==> src/sv/ddvl_pkg.sv <==
// ddvl_pkg: shared constants and types for the differential drive velocity limiter
// no dependencies
package ddvl_pkg;
    localparam int SPEED_W      = 16;
    localparam int SUM_W        = 17;
    localparam int LIN_W        = 15;
    localparam int TURN_W       = 16;
    localparam int SCALE_BITS_D = 16;

    localparam logic CFG_LINEAR = 1'b0;
    localparam logic CFG_TURN   = 1'b1;

    typedef struct packed {
        logic lin_hit;
        logic trn_hit;
    } t_flags;
endpackage

==> src/sv/ddvl_div_cell.sv <==
// ddvl_div_cell: one restoring divide step for the linear and turn quotients
// depends on ddvl_pkg
module ddvl_div_cell #(
    parameter int SCALE_BITS = ddvl_pkg::SCALE_BITS_D
) (
    input  logic                                   i_clk,
    input  logic                                   i_rst_n,
    input  logic                                   i_en,
    input  logic                                   i_vld,
    input  logic [ddvl_pkg::SUM_W-1:0]             i_rem_a,
    input  logic [ddvl_pkg::SUM_W-1:0]             i_den_a,
    input  logic [SCALE_BITS-1:0]                  i_q_a,
    input  logic [ddvl_pkg::SUM_W-1:0]             i_rem_b,
    input  logic [ddvl_pkg::SUM_W-1:0]             i_den_b,
    input  logic [SCALE_BITS-1:0]                  i_q_b,
    input  logic signed [ddvl_pkg::SPEED_W-1:0]    i_left,
    input  logic signed [ddvl_pkg::SPEED_W-1:0]    i_right,
    input  ddvl_pkg::t_flags                       i_flags,
    output logic                                   o_vld,
    output logic [ddvl_pkg::SUM_W-1:0]             o_rem_a,
    output logic [ddvl_pkg::SUM_W-1:0]             o_den_a,
    output logic [SCALE_BITS-1:0]                  o_q_a,
    output logic [ddvl_pkg::SUM_W-1:0]             o_rem_b,
    output logic [ddvl_pkg::SUM_W-1:0]             o_den_b,
    output logic [SCALE_BITS-1:0]                  o_q_b,
    output logic signed [ddvl_pkg::SPEED_W-1:0]    o_left,
    output logic signed [ddvl_pkg::SPEED_W-1:0]    o_right,
    output ddvl_pkg::t_flags                       o_flags
);
    import ddvl_pkg::*;

    logic [SUM_W:0] w_sh_a, w_sh_b;
    logic           w_ge_a, w_ge_b;
    logic [SUM_W:0] w_df_a, w_df_b;

    // remainder stays below the divisor, so a shifted copy fits in SUM_W+1 bits
    assign w_sh_a = {i_rem_a, 1'b0};
    assign w_sh_b = {i_rem_b, 1'b0};
    assign w_ge_a = w_sh_a >= {1'b0, i_den_a};
    assign w_ge_b = w_sh_b >= {1'b0, i_den_b};
    assign w_df_a = w_sh_a - {1'b0, i_den_a};
    assign w_df_b = w_sh_b - {1'b0, i_den_b};

    always_ff @(posedge i_clk) begin
        if (!i_rst_n) begin
            o_vld <= 1'b0;
        end else if (i_en) begin
            o_vld <= i_vld;
        end
        if (i_en) begin
            o_rem_a <= w_ge_a ? w_df_a[SUM_W-1:0] : w_sh_a[SUM_W-1:0];
            o_rem_b <= w_ge_b ? w_df_b[SUM_W-1:0] : w_sh_b[SUM_W-1:0];
            o_q_a   <= {i_q_a[SCALE_BITS-2:0], w_ge_a};
            o_q_b   <= {i_q_b[SCALE_BITS-2:0], w_ge_b};
            o_den_a <= i_den_a;
            o_den_b <= i_den_b;
            o_left  <= i_left;
            o_right <= i_right;
            o_flags <= i_flags;
        end
    end
endmodule

==> src/sv/diff_drive_velocity_limiter.sv <==
// diff_drive_velocity_limiter: top level, front stage, divider cell row, scaling stages
// depends on ddvl_pkg and ddvl_div_cell
//
//   channel  | handshake           | payload
//   input    | i_valid / o_ready   | i_left_speed, i_right_speed
//   output   | o_valid / i_ready   | o_left_out, o_right_out, o_*_hit, o_was_scaled
//   config   | i_cfg_we            | i_cfg_index, i_cfg_data
//
// one request per cycle while not stalled; stages in order: front stage, one divider
// cell per quotient bit, min stage, multiply stage, output register
// the pipeline advances only when its output register is free or being taken
// reset clears both limits (checks disabled) and all valid bits
module diff_drive_velocity_limiter #(
    parameter int SCALE_BITS = ddvl_pkg::SCALE_BITS_D
) (
    input  logic                                i_clk,
    input  logic                                i_rst_n,
    input  logic                                i_valid,
    output logic                                o_ready,
    input  logic signed [ddvl_pkg::SPEED_W-1:0] i_left_speed,
    input  logic signed [ddvl_pkg::SPEED_W-1:0] i_right_speed,
    output logic                                o_valid,
    input  logic                                i_ready,
    output logic signed [ddvl_pkg::SPEED_W-1:0] o_left_out,
    output logic signed [ddvl_pkg::SPEED_W-1:0] o_right_out,
    output logic                                o_linear_hit,
    output logic                                o_turn_hit,
    output logic                                o_was_scaled,
    input  logic                                i_cfg_we,
    input  logic                                i_cfg_index,
    input  logic [ddvl_pkg::TURN_W-1:0]         i_cfg_data
);
    import ddvl_pkg::*;

    localparam int N = SCALE_BITS;

    logic [LIN_W-1:0]  r_lin;
    logic [TURN_W-1:0] r_turn;

    always_ff @(posedge i_clk) begin
        if (!i_rst_n) begin
            r_lin  <= '0;
            r_turn <= '0;
        end else if (i_cfg_we) begin
            unique case (i_cfg_index)
                CFG_LINEAR: r_lin  <= i_cfg_data[LIN_W-1:0];
                CFG_TURN:   r_turn <= i_cfg_data;
                default:    ;
            endcase
        end
    end

    // whole pipeline stalls together
    logic w_adv;
    assign w_adv   = !o_valid || i_ready;
    assign o_ready = w_adv;

    // front stage
    logic signed [SUM_W-1:0] w_sum, w_dif;
    logic [SUM_W-1:0]        w_asum, w_adif, w_lin2;
    t_flags                  w_fl;
    assign w_sum  = SUM_W'(i_left_speed) + SUM_W'(i_right_speed);
    assign w_dif  = SUM_W'(i_right_speed) - SUM_W'(i_left_speed);
    assign w_asum = w_sum[SUM_W-1] ? SUM_W'(-w_sum) : w_sum;
    assign w_adif = w_dif[SUM_W-1] ? SUM_W'(-w_dif) : w_dif;
    assign w_lin2 = {1'b0, r_lin, 1'b0};
    assign w_fl.lin_hit = (r_lin != '0) && (w_asum > w_lin2);
    assign w_fl.trn_hit = (r_turn != '0) && (w_adif > SUM_W'(r_turn));

    logic                     r_f_vld;
    logic [SUM_W-1:0]         r_f_rem_a, r_f_den_a, r_f_rem_b, r_f_den_b;
    logic signed [SPEED_W-1:0] r_f_l, r_f_r;
    t_flags                   r_f_fl;

    // on a hit the numerator is below the divisor, so the quotient is all fraction
    always_ff @(posedge i_clk) begin
        if (!i_rst_n) begin
            r_f_vld <= 1'b0;
        end else if (w_adv) begin
            r_f_vld <= i_valid;
        end
        if (w_adv) begin
            r_f_rem_a <= w_fl.lin_hit ? w_lin2 : '0;
            r_f_den_a <= w_fl.lin_hit ? w_asum : SUM_W'(1);
            r_f_rem_b <= w_fl.trn_hit ? SUM_W'(r_turn) : '0;
            r_f_den_b <= w_fl.trn_hit ? w_adif : SUM_W'(1);
            r_f_l     <= i_left_speed;
            r_f_r     <= i_right_speed;
            r_f_fl    <= w_fl;
        end
    end

    // divider cell row
    logic                      c_vld   [N+1];
    logic [SUM_W-1:0]          c_rem_a [N+1];
    logic [SUM_W-1:0]          c_den_a [N+1];
    logic [N-1:0]              c_q_a   [N+1];
    logic [SUM_W-1:0]          c_rem_b [N+1];
    logic [SUM_W-1:0]          c_den_b [N+1];
    logic [N-1:0]              c_q_b   [N+1];
    logic signed [SPEED_W-1:0] c_l     [N+1];
    logic signed [SPEED_W-1:0] c_r     [N+1];
    t_flags                    c_fl    [N+1];

    assign c_vld[0]   = r_f_vld;
    assign c_rem_a[0] = r_f_rem_a;
    assign c_den_a[0] = r_f_den_a;
    assign c_q_a[0]   = '0;
    assign c_rem_b[0] = r_f_rem_b;
    assign c_den_b[0] = r_f_den_b;
    assign c_q_b[0]   = '0;
    assign c_l[0]     = r_f_l;
    assign c_r[0]     = r_f_r;
    assign c_fl[0]    = r_f_fl;

    // cells hold on stall through their enable
    for (genvar g = 0; g < N; g++) begin : g_cell
        ddvl_div_cell #(.SCALE_BITS(N)) u_cell (
            .i_clk   (i_clk),
            .i_rst_n (i_rst_n),
            .i_en    (w_adv),
            .i_vld   (c_vld[g]),
            .i_rem_a (c_rem_a[g]), .i_den_a (c_den_a[g]), .i_q_a (c_q_a[g]),
            .i_rem_b (c_rem_b[g]), .i_den_b (c_den_b[g]), .i_q_b (c_q_b[g]),
            .i_left  (c_l[g]),     .i_right (c_r[g]),     .i_flags (c_fl[g]),
            .o_vld   (c_vld[g+1]),
            .o_rem_a (c_rem_a[g+1]), .o_den_a (c_den_a[g+1]), .o_q_a (c_q_a[g+1]),
            .o_rem_b (c_rem_b[g+1]), .o_den_b (c_den_b[g+1]), .o_q_b (c_q_b[g+1]),
            .o_left  (c_l[g+1]),     .o_right (c_r[g+1]),     .o_flags (c_fl[g+1])
        );
    end

    // min stage
    logic                      r_m_vld;
    logic [N:0]                r_m_scale;
    logic signed [SPEED_W-1:0] r_m_l, r_m_r;
    t_flags                    r_m_fl;
    logic [N:0]                w_sa, w_sb, w_mn;
    assign w_sa = c_fl[N].lin_hit ? {1'b0, c_q_a[N]} : {1'b1, {N{1'b0}}};
    assign w_sb = c_fl[N].trn_hit ? {1'b0, c_q_b[N]} : {1'b1, {N{1'b0}}};
    assign w_mn = (w_sa < w_sb) ? w_sa : w_sb;

    always_ff @(posedge i_clk) begin
        if (!i_rst_n) begin
            r_m_vld <= 1'b0;
        end else if (w_adv) begin
            r_m_vld <= c_vld[N];
        end
        if (w_adv) begin
            r_m_scale <= w_mn;
            r_m_l     <= c_l[N];
            r_m_r     <= c_r[N];
            r_m_fl    <= c_fl[N];
        end
    end

    // multiply stage on magnitudes
    logic [SPEED_W:0]     w_ml, w_mr;
    logic [SPEED_W+N:0]   w_pl, w_pr;
    assign w_ml = r_m_l[SPEED_W-1] ? (SPEED_W+1)'(-$signed({r_m_l[SPEED_W-1], r_m_l}))
                                   : {1'b0, r_m_l};
    assign w_mr = r_m_r[SPEED_W-1] ? (SPEED_W+1)'(-$signed({r_m_r[SPEED_W-1], r_m_r}))
                                   : {1'b0, r_m_r};
    assign w_pl = (SPEED_W+N+1)'(w_ml) * (SPEED_W+N+1)'(r_m_scale);
    assign w_pr = (SPEED_W+N+1)'(w_mr) * (SPEED_W+N+1)'(r_m_scale);

    logic                      r_p_vld;
    logic [SPEED_W-1:0]        r_p_ml, r_p_mr;
    logic                      r_p_nl, r_p_nr;
    logic signed [SPEED_W-1:0] r_p_l, r_p_r;
    t_flags                    r_p_fl;

    always_ff @(posedge i_clk) begin
        if (!i_rst_n) begin
            r_p_vld <= 1'b0;
        end else if (w_adv) begin
            r_p_vld <= r_m_vld;
        end
        if (w_adv) begin
            r_p_ml <= w_pl[N +: SPEED_W];
            r_p_mr <= w_pr[N +: SPEED_W];
            r_p_nl <= r_m_l[SPEED_W-1];
            r_p_nr <= r_m_r[SPEED_W-1];
            r_p_l  <= r_m_l;
            r_p_r  <= r_m_r;
            r_p_fl <= r_m_fl;
        end
    end

    // output register
    logic w_any;
    assign w_any = r_p_fl.lin_hit || r_p_fl.trn_hit;

    always_ff @(posedge i_clk) begin
        if (!i_rst_n) begin
            o_valid <= 1'b0;
        end else if (w_adv) begin
            o_valid <= r_p_vld;
        end
        if (w_adv) begin
            o_left_out   <= !w_any ? r_p_l : (r_p_nl ? -$signed(r_p_ml) : $signed(r_p_ml));
            o_right_out  <= !w_any ? r_p_r : (r_p_nr ? -$signed(r_p_mr) : $signed(r_p_mr));
            o_linear_hit <= r_p_fl.lin_hit;
            o_turn_hit   <= r_p_fl.trn_hit;
            o_was_scaled <= w_any;
        end
    end
endmodule
==> config.mk <==
export PLATFORM = sky130hd
export DESIGN_NAME = diff_drive_velocity_limiter
export DESIGN_NICKNAME = d
export VERILOG_FILES = /design/src/sv/ddvl_pkg.sv /design/src/sv/ddvl_div_cell.sv /design/src/sv/diff_drive_velocity_limiter.sv
export SDC_FILE = /design/constraint.sdc
export NUM_CORES = 2
export LEC_CHECK = 0
export ABC_AREA = 1
export BUFFER_PORTS_ARGS = -buffer_cell sky130_fd_sc_hd__buf_2
export CAP_MARGIN = 40
export CORE_ASPECT_RATIO = 0.7
export CORE_MARGIN = 5
export CORE_UTILIZATION = 30
export CTS_CLUSTER_DIAMETER = 80
export DETAILED_ROUTE_END_ITERATION = 8
export HOLD_SLACK_MARGIN = 0.03
export SLEW_MARGIN = 30
export SYNTH_ARGS = -nofsm -noshare
export SYNTH_HDL_FRONTEND = slang
export SYNTH_SLANG_ARGS = --single-unit
==> constraint.sdc <==
create_clock -name i_clk -period 132.2 [get_ports i_clk]
set_clock_uncertainty 0.1 [all_clocks]
set_input_delay 13.22 -clock i_clk [delete_from_list [all_inputs] [get_ports i_clk]]
set_output_delay 13.22 -clock i_clk [all_outputs]
set_load 0.005 [all_outputs]
==> results.md <==
- Clock latency on the worst-skew pair: 0.95 ns
- Post-synthesis adder-cell area fraction: 16.2%
- Clock Root Buffer: clkbuf_16
- Design area: 136000 um2
- Critical Path AT: 13.93 ns
- Status: finished clean
- Final Max Slew Viols: 0
- Slew @ Worst Pin: 0.879 ns
- Worst Path Buf+Inv: 4
- IO Count: 91
- Drt initial violations: 7488
- EDFF count, synth: 2087
- Reg2Reg Depth: 33
- CTS tree: yes
- Post-route ant nets: 0
- Final period util: 20.6%
- Multiplexer area fraction after synthesis: 0%
- Post-CTS Setup Bufs: 0
- Initial Utilization: 30.1%
- Total global routing track utilization: 13.4%
- Top_reg_cell synth: edfxtp_1
- TNS Setup: 0 ns
- CP Data Required Time: 118.88 ns
- Cell Area, Synth: 121000 um2
- Total gr overflow: 0
- Post-Synth Simple-Gate Area: 12.8%
- Post-CTS Resized: 0
- Overall die area: 417000 um2
- Post-synth cell types: 56
- Pre-CTS setup slack: 104.49 ns
- Via density: 4.58
- Vias in the first global route: 76200
- Warnings, synthesis: 0
- Mean area per synthesized cell: 10.4 um2
- Nature of the critical path endpoint: output pin
- Flip-flop and latch count after synthesis: 2138
- Fmax: 36.7 MHz
- Setup Crit Path Kind: in2out
- Fraction of layout cells with a size suffix above 1: 5.15%
- Relative slew slack: 40.8%
- Max-cap violations: 0
- Most used routing layer: met1
- First-pass GRT wire length: 446 mm
- Critical path's slowest cell: buf_4
- Synthesis-to-layout area growth: 12.5%
- Depth of the CTS H-tree: 4
- WP depth: 5
- Most frequent cells in the layout: 2298 x nand2_1, 2087 x edfxtp_1, 1950 x inv_1
- Met1 Use GR: 21.0%
- Met3 Use GR: 1.94%
- Cts hold-fix bufs: 0
- Hold Crit Depth: 0
- Die Y: 542 um
- Commonest non-fill, non-tap cell in the layout: nand2_1
- Synth Instances: 11700
- Final setup violation count: 0
- Seq/Total Area, Yosys: 52.5%
- Initial antenna violation count: 23
- CTS Buffer Depth: 4
- Crit-path most repeated cell: buf_2
- Worst-path cell chain: buf_2 -> nor2_1 -> buf_4 -> inv_8 -> buf_2
- Cell Rows: 195
- Synth Area in XOR/XNOR: 3.76%
- Drt drc: 0
- CP max stage delay: 0.25 ns
- Clk sinks: 2138
- Non-Filler Instances: 17500
- Compound-Gate Fraction of Synth Area: 7.75%
- Crit Path Max Fanout: 26
- Final HPWL DP: 221 mm
- Largest net degree at the start of global routing: 144
- Startpoint types: input pin
- Largest delay contributor family on the critical path: buffers and inverters
- Met2 Track Usage GR: 19.5%
- Synth async-reset ratio: 0%
- Setup ws final: 104.95 ns
- Min Tclk post-route: 27.25 ns
- Drt wl/cell: 16.3 um
- HP Class: reg2reg
- GPL Wtd Cong: 0.894
- Port bufs: 90
- TritonCTS Buffers: 226
- Final Hold Viols: 0
- Post-DP Area: 129000 um2
- 1st-pass router iterations: 6
- Final WL: 285 mm
- Main combinational cell family by area after synthesis: adder cells
- Placed cell count: 17100
- Nets@finish: 13300
- Reg clk slew, reported paths: 0.06 ns
- Core region area: 403000 um2
- Unrepaired setup endpoints after global routing: false
- DR vias: 80200
- Die width: 770 um
-- flip-flops by register name (all words and copies together), names as in the netlist, 17 cells and up --
| name | flops |
|---|---|
| g_cell.u_cell.o_left | 256 |
| g_cell.u_cell.o_right | 256 |
| g_cell.u_cell.o_den_a | 255 |
| g_cell.u_cell.o_den_b | 255 |
| g_cell.u_cell.o_rem_a | 255 |
| g_cell.u_cell.o_rem_b | 255 |
| g_cell.u_cell.o_q_a | 136 |
| g_cell.u_cell.o_q_b | 136 |
| g_cell.u_cell.o_flags | 32 |
| r_f_den_a | 17 |
| r_f_den_b | 17 |
| r_m_scale | 17 |
-- Yosys cell counts (3+ instances only) --
cell / instances / area share [%]
a211oi_1: 22 / 0.14
a21boi_0: 5 / 0.031
a21o_1: 103 / 0.64
a21oi_1: 618 / 2.6
a221oi_1: 4 / 0.029
a31oi_1: 99 / 0.51
and2_1: 10 / 0.052
buf_1: 4 / 0.012
buf_2: 42 / 0.17
buf_4: 6 / 0.037
buf_6: 7 / 0.065
clkbuf_1: 144 / 0.45
clkinv_1: 18 / 0.056
dfxtp_1: 51 / 0.84
edfxtp_1: 2087 / 52
fa_1: 473 / 7.8
ha_1: 816 / 8.4
inv_1: 1951 / 6.0
inv_2: 13 / 0.040
nand2_1: 2298 / 7.1
nand2_2: 15 / 0.077
nand3_1: 385 / 1.6
nand3b_1: 7 / 0.043
nand4_1: 120 / 0.62
nor2_1: 743 / 2.3
nor2_2: 19 / 0.098
nor2_4: 11 / 0.10
nor3_1: 130 / 0.54
nor3_2: 4 / 0.033
nor4_1: 21 / 0.11
nor4b_1: 9 / 0.065
o211ai_1: 3 / 0.019
o21a_1: 34 / 0.21
o21ai_0: 767 / 3.2
o21ai_1: 7 / 0.029
o21bai_1: 12 / 0.074
o31ai_1: 44 / 0.27
or2_2: 15 / 0.077
xnor2_1: 227 / 1.6
xor2_1: 290 / 2.1
-- cell families (layout without fill, tap and decap cells) --
logic type	count (synthesis)	count (layout)
AO/OA/AOI/OAI	1730	1730
AND/OR/NAND/NOR	3791	3791
flip-flops	2138	2138
adder cells (fa/ha/maj)	1289	1289
XOR/XNOR	519	519
buffers and inverters	2187	2594
other	2	37
-- final timing paths --
| kind | slack, ns | end | startpoint |
|---|---|---|---|
| max reg2reg | 123.45 | r_p_ml[6] | r_m_l[0] |
| min | 0.24 | g_cell[14].u_cell.o_right[8] | g_cell[13].u_cell.o_right[8] |
| min reg2reg | 0.24 | g_cell[14].u_cell.o_right[8] | g_cell[13].u_cell.o_right[8] |
| max | 104.95 | o_ready | i_ready |
-- per-stage QoR --
step / util, % / hold slack [ns]
2_1_floorplan: - / 0.300
3_3_place_gp: 31.8 / 0.300
3_5_place_dp: 31.9 / 0.305
4_1_cts: 33.7 / 0.242
5_1_grt: 33.9 / 0.236
6_report: 33.9 / 0.241
-- layer usage --
layer,vias up,share of wire (%)
met2,2247,41
met4,4,1.7
met3,285,6.8
met1,38300,50
li1,39400,-
met5,-,0.0095
-- cell type report --
| type | instances | area (um2) |
|---|---|---|
| flip-flops and latches | 2138 | 63700 |
| inverters | 1982 | 7450 |
| multi-input cells | 7359 | 49400 |
| clock buffers | 266 | 5910 |
| clock inverters | 145 | 1410 |
| diodes | 7 | 17.5 |
| repair buffers | 201 | 1810 |
| fillers | 40500 | 266000 |
| well taps | 5417 | 6780 |
Power is left out: the tool's default activity adds up to more than one toggle a clock period on the data nets, which glitch-free logic cannot reach.
